### config.mk
export PLATFORM = sky130hd
export DESIGN_NAME = mfau_ctrl
export DESIGN_NICKNAME = d
export VERILOG_FILES = /design/src/sv/mfau_pkg.sv /design/src/sv/mfau_ctrl.sv
export SDC_FILE = /design/constraint.sdc
export NUM_CORES = 1
export LEC_CHECK = 0
export BUFFER_PORTS_ARGS = -buffer_cell sky130_fd_sc_hd__buf_2
export CAP_MARGIN = 20
export CORE_ASPECT_RATIO = 1.75
export CORE_MARGIN = 5
export CORE_UTILIZATION = 30
export DETAILED_ROUTE_END_ITERATION = 7
export HOLD_SLACK_MARGIN = 0.08
export PLACE_DENSITY = 0.55
export SYNTH_ARGS = -nofsm -noshare
export SYNTH_HDL_FRONTEND = slang
export SYNTH_SLANG_ARGS = --single-unit
### constraint.sdc
create_clock -name clk_i -period 4.6 [get_ports clk_i]
set_input_delay 0.69 -clock clk_i [delete_from_list [all_inputs] [get_ports clk_i]]
set_output_delay 0.69 -clock clk_i [all_outputs]
set_load 0.01 [all_outputs]
### src/sv/mfau_pkg.sv
`timescale 1ns / 1ps
// shared types and constants for the mixed fraction arithmetic unit
package mfau_pkg;

  localparam int unsigned FIELD_BITS = 16;
  localparam int unsigned NUM_BITS   = 64;
  localparam int unsigned DEN_BITS   = 48;
  localparam int unsigned WHOLE_BITS = 49;

  typedef enum logic [1:0] {
    MODE_ADD = 2'd0,
    MODE_SUB = 2'd1,
    MODE_MUL = 2'd2,
    MODE_DIV = 2'd3
  } mode_e;

  typedef enum logic [3:0] {
    OP_LOAD     = 4'd0,
    OP_IMPROPER = 4'd1,
    OP_CROSS    = 4'd2,
    OP_COMBINE  = 4'd3,
    OP_DIV_INIT = 4'd4,
    OP_DIV_STEP = 4'd5,
    OP_QUOT     = 4'd6,
    OP_GCD_INIT = 4'd7,
    OP_GCD_STEP = 4'd8,
    OP_RED_INIT = 4'd9,
    OP_RED_NUM  = 4'd10,
    OP_RED_DEN  = 4'd11,
    OP_IDLE     = 4'd12
  } op_e;

  typedef struct packed {
    op_e op;
  } cmd_t;

  typedef struct packed {
    logic bad_den;
    logic div_done;
    logic rem_zero;
    logic gcd_done;
  } status_t;

endpackage

### src/sv/mfau_ctrl.sv
`timescale 1ns / 1ps
// controller state machine sequencing the datapath
module mfau_ctrl (
  input  logic              clk_i,
  input  logic              rst_ni,
  input  logic              in_fire_i,
  input  logic              out_fire_i,
  input  mfau_pkg::status_t status_i,
  output mfau_pkg::cmd_t    cmd_o,
  output logic              busy_o,
  output logic              done_o,
  output logic              err_o,
  output logic              zero_frac_o
);
  typedef enum logic [8:0] {
    S_IDLE  = 9'b000000001,
    S_IMP   = 9'b000000010,
    S_CROSS = 9'b000000100,
    S_COMB  = 9'b000001000,
    S_DINIT = 9'b000010000,
    S_DSTEP = 9'b000100000,
    S_GINIT = 9'b001000000,
    S_GSTEP = 9'b010000000,
    S_DONE  = 9'b100000000
  } state_e;

  // which division the serial divider is running
  typedef enum logic [2:0] {
    PH_WHOLE = 3'b001,
    PH_NUM   = 3'b010,
    PH_DEN   = 3'b100
  } phase_e;

  state_e state_q, state_d;
  phase_e ph_q, ph_d;
  logic   err_q, err_d, zf_q, zf_d;

  always_comb begin
    state_d = state_q;
    ph_d    = ph_q;
    err_d   = err_q;
    zf_d    = zf_q;
    cmd_o.op = mfau_pkg::OP_IDLE;
    unique case (state_q)
      S_IDLE: if (in_fire_i) begin
        cmd_o.op = mfau_pkg::OP_LOAD;
        state_d  = S_IMP;
      end
      S_IMP: begin
        cmd_o.op = mfau_pkg::OP_IMPROPER;
        state_d  = S_CROSS;
      end
      S_CROSS: begin
        cmd_o.op = mfau_pkg::OP_CROSS;
        err_d    = status_i.bad_den;
        state_d  = status_i.bad_den ? S_DONE : S_COMB;
      end
      S_COMB: begin
        cmd_o.op = mfau_pkg::OP_COMBINE;
        state_d  = S_DINIT;
      end
      S_DINIT: begin
        cmd_o.op = mfau_pkg::OP_DIV_INIT;
        ph_d     = PH_WHOLE;
        state_d  = S_DSTEP;
      end
      S_DSTEP: begin
        if (status_i.div_done) begin
          unique case (ph_q)
            PH_WHOLE: begin
              cmd_o.op = mfau_pkg::OP_QUOT;
              zf_d     = status_i.rem_zero;
              state_d  = status_i.rem_zero ? S_DONE : S_GINIT;
            end
            PH_NUM: begin
              cmd_o.op = mfau_pkg::OP_RED_NUM;
              ph_d     = PH_DEN;
            end
            PH_DEN: begin
              cmd_o.op = mfau_pkg::OP_RED_DEN;
              state_d  = S_DONE;
            end
            default: state_d = S_IDLE;
          endcase
        end else begin
          cmd_o.op = mfau_pkg::OP_DIV_STEP;
        end
      end
      S_GINIT: begin
        cmd_o.op = mfau_pkg::OP_GCD_INIT;
        state_d  = S_GSTEP;
      end
      S_GSTEP: begin
        if (status_i.gcd_done) begin
          cmd_o.op = mfau_pkg::OP_RED_INIT;
          ph_d     = PH_NUM;
          state_d  = S_DSTEP;
        end else begin
          cmd_o.op = mfau_pkg::OP_GCD_STEP;
        end
      end
      S_DONE: if (out_fire_i) state_d = S_IDLE;
      default: state_d = S_IDLE;
    endcase
  end

  always_ff @(posedge clk_i or negedge rst_ni) begin
    if (!rst_ni) begin
      state_q <= S_IDLE;
      ph_q    <= PH_WHOLE;
      err_q   <= 1'b0;
      zf_q    <= 1'b0;
    end else begin
      state_q <= state_d;
      ph_q    <= ph_d;
      err_q   <= err_d;
      zf_q    <= zf_d;
    end
  end

  assign busy_o      = (state_q != S_IDLE);
  assign done_o      = (state_q == S_DONE);
  assign err_o       = err_q;
  assign zero_frac_o = zf_q;
endmodule

==> results.yml <==
status:
  status: "completed"
job:
  maxCapViolations: 0
synthesis:
  yosys_warnings: 0
  ys_seq_area_share_pct: 35.6
  syn-num-nets: 127
  synth.avg_cell_area_um2: 8.33
  synth_cells: 119
  ys_seq_elements: 14
  synth_cell_types: 43
  synth_area_um2: 991
die:
  fp-row-count: 27
  die_w_um: 53.4
  start_util_pct: 31.2
  core-area_um2: 3180
  boundaryPins: 16
  fp.dieArea_um2: 4600
  die_h_um: 86.0
sta:
  rsz0062_at_grt: "false"
  slew_headroom_pct: 50.6
  drv_slew: 0
  skew_ns: 0.00327
  setup_viol: 0
  worst_pin_slew_ns: 0.734
  finalSetupTns_ns: 0
  finalCriticalPeriod_ns: 3.00
  fmax_mhz: 334
  hold_violations: 0
  fin_crit_sh_pct: 65.2
cells_and_area:
  nNetsFinal: 140
  multiInputGateArea_um2: 584
  post-route-util_pct: 35.5
  drive_gt1_share_pct: 20.0
  register_area_um2: 353
  final_area_um2: 1130
  diodes: 0
  n_fill_cell: 371
  final_cells: 173
  syn_to_final_growth_pct: 13.6
drt:
  totalWireLength_um: 2670
  wl_per_cell_um: 15.5
  vias_per_cell: 5.36
  ant_nets: 0
  drcViolationCount: 0
  vias: 928
  drt_iter0_drc: 18
  firstDrtPassIters: 4
clock_network:
  cts_made_buffers: 3
  cts_max_level: 1
  insertion_delay_ns: 0.25
  clkSlewWorstSetupHoldPaths_ns: 0.06
  cts_tree: "done"
  cts.sinks: 14
  cts-root-buf: "clkbuf_8"
  hold_buffers: 0
  post_cts_buffers: 0
  cts_resized: 0
  cts.path.max_buffers: 2
critical_path:
  worstReg2RegEnd: "zero_frac_o"
  worstPathCellList: "nor4_1 > nand4b_1 > a31oi_1 > o21ai_0 > buf_2"
  r2r_start: "state_q[6]"
  crit_type: "flop to output port"
  path_max_fanout: 8
  cp.buffers_inverters: 1
  reg2reg_depth: 4
  crit_path_max_incr_delay_ns: 0.69
  crit_required_ns: 3.91
  cpMaxStageDelayCell: "nor4_1"
  reg2reg_slack_ns: 2.62
  cp.arrival_ns: 2.31
  crit_family: "simple AND/OR/NAND/NOR gates"
  critPathLaunchType: "flop"
  worst_setup_path_end_kind: "output port"
pwr:
  ir_worst_vdd_mv: 0.254
  total_power_uw: 503
  p_leak_nw: 0.516
  p_per_area_nw_per_um2: 447
hold_path:
  hold_path_class: "input port to asynchronous set/reset pin"
placement:
  gp_congestion: 0.812
  placedCellCount: 170
  dpl_cell_area_um2: 1080
  hpwl_um: 2070
  port_buffers: 15
grt:
  antenna_found_initial: 0
  grt_pass1_wl_um: 4490
  grt_usage_pct: 13.6
  grt_max_degree: 15
  grt_pass1_vias: 909
  globalRouteOverflowTotal: 0
how the worst max path moves through the flow:
stage,from,to,slack [ns],cells after the start
finish,state_q[6],cmd_o[2],1.60,5
global route,state_q[2],cmd_o[2],1.44,5
CTS,state_q[6],cmd_o[2],1.64,5
detailed placement,state_q[6],cmd_o[2],1.90,5
global placement,state_q[6],cmd_o[2],1.94,5
floorplan,state_q[6],cmd_o[1],2.22,5
flip-flops by register name (all words and copies together), names as in the netlist:
signal       flops
err_o            1
ph_q             3
state_q          9
zero_frac_o      1
synth_stat cells (all sizes together):
library cell,number,share of area (%)
or3,2,1.3
nor2b,2,1.3
nor3b,3,2.3
dfrtp,12,30
nor4,3,2.5
nor3,5,3.7
a2bb2oi,1,0.88
o2111ai,2,1.8
xnor2,1,0.88
clkbuf,5,1.9
nand3b,2,1.5
nand4b,1,0.88
nand4,5,3.2
or3b,1,0.88
and4b,1,1.0
buf,2,1.6
inv,5,1.9
o31a,1,0.88
xor2,4,3.5
a2111o,1,1.1
nand3,3,2.0
o22a,1,0.88
a211oi,1,0.76
mux2,1,1.5
and4,1,0.88
or4,1,1.1
o21bai,1,0.76
a31oi,2,1.3
a21oi,3,1.5
o21ai,10,5.1
o211ai,1,0.76
o2bb2ai,1,0.88
o21a,1,0.76
dfstp,2,5.3
nand2,9,3.4
nand2b,4,2.5
and2,1,0.63
nor2,16,6.1
o22ai,1,0.63
layout make-up:
type | instances | share of cell area, %
timing repair buffer | 15 | 6.67
inverter | 5 | 1.67
clock buffer | 3 | 3.67
tap | 43 | 4.78
multi-input combinational | 93 | 51.9
sequential | 14 | 31.3
stage by stage:
stage | hold slack (ns) | setup WS, ns
final | 0.332 | 1.60
after detailed placement | 0.474 | 1.90
after CTS | 0.352 | 1.64
after floorplan | 0.394 | 2.22
after global placement | 0.457 | 1.94
after global routing | 0.364 | 1.44
report_power, final:
group	switching (mW)	leakage (nW)	internal (mW)
Sequential	0.0333	0.183	0.148
Clock	0.0459	0.0216	0.0581
Combinational	0.128	0.312	0.0901
per-layer routing:
layer / up-vias / global-route usage [%] / part of all wire [%]
li1: 452 / - / -
met1: 434 / 14.6 / 36
met2: 32 / 22.3 / 52
met3: 10 / 3.30 / 6.8
met4: 0 / 9.53 / 4.9
met5: - / 0 / 0
kinds of logic after synthesis:
logic type	share of synthesized area [%]
xor+xnor	4.42
compound gates	17.9
simple gates	35.1
buf+inv	5.43
mux	1.51
flops	35.6
cells in the final DEF, fill, tap and decap left out, types with 2 or more instances in the layout:
cell,count
nor2_1,16
buf_2,15
dfrtp_1,12
o21ai_0,10
nand2_1,9
inv_1,5
nand4_1,5
nor3_1,4
xor2_1,4
nand2b_1,4
a21oi_1,3
nor3b_1,3
clkbuf_8,3
nor2b_1,2
nand3_1,2
nand3b_1,2
a31oi_1,2
nor4_1,2
o2111ai_1,2
or3_1,2
dfstp_2,2
Note: power is estimated with default switching activity, not from simulation.
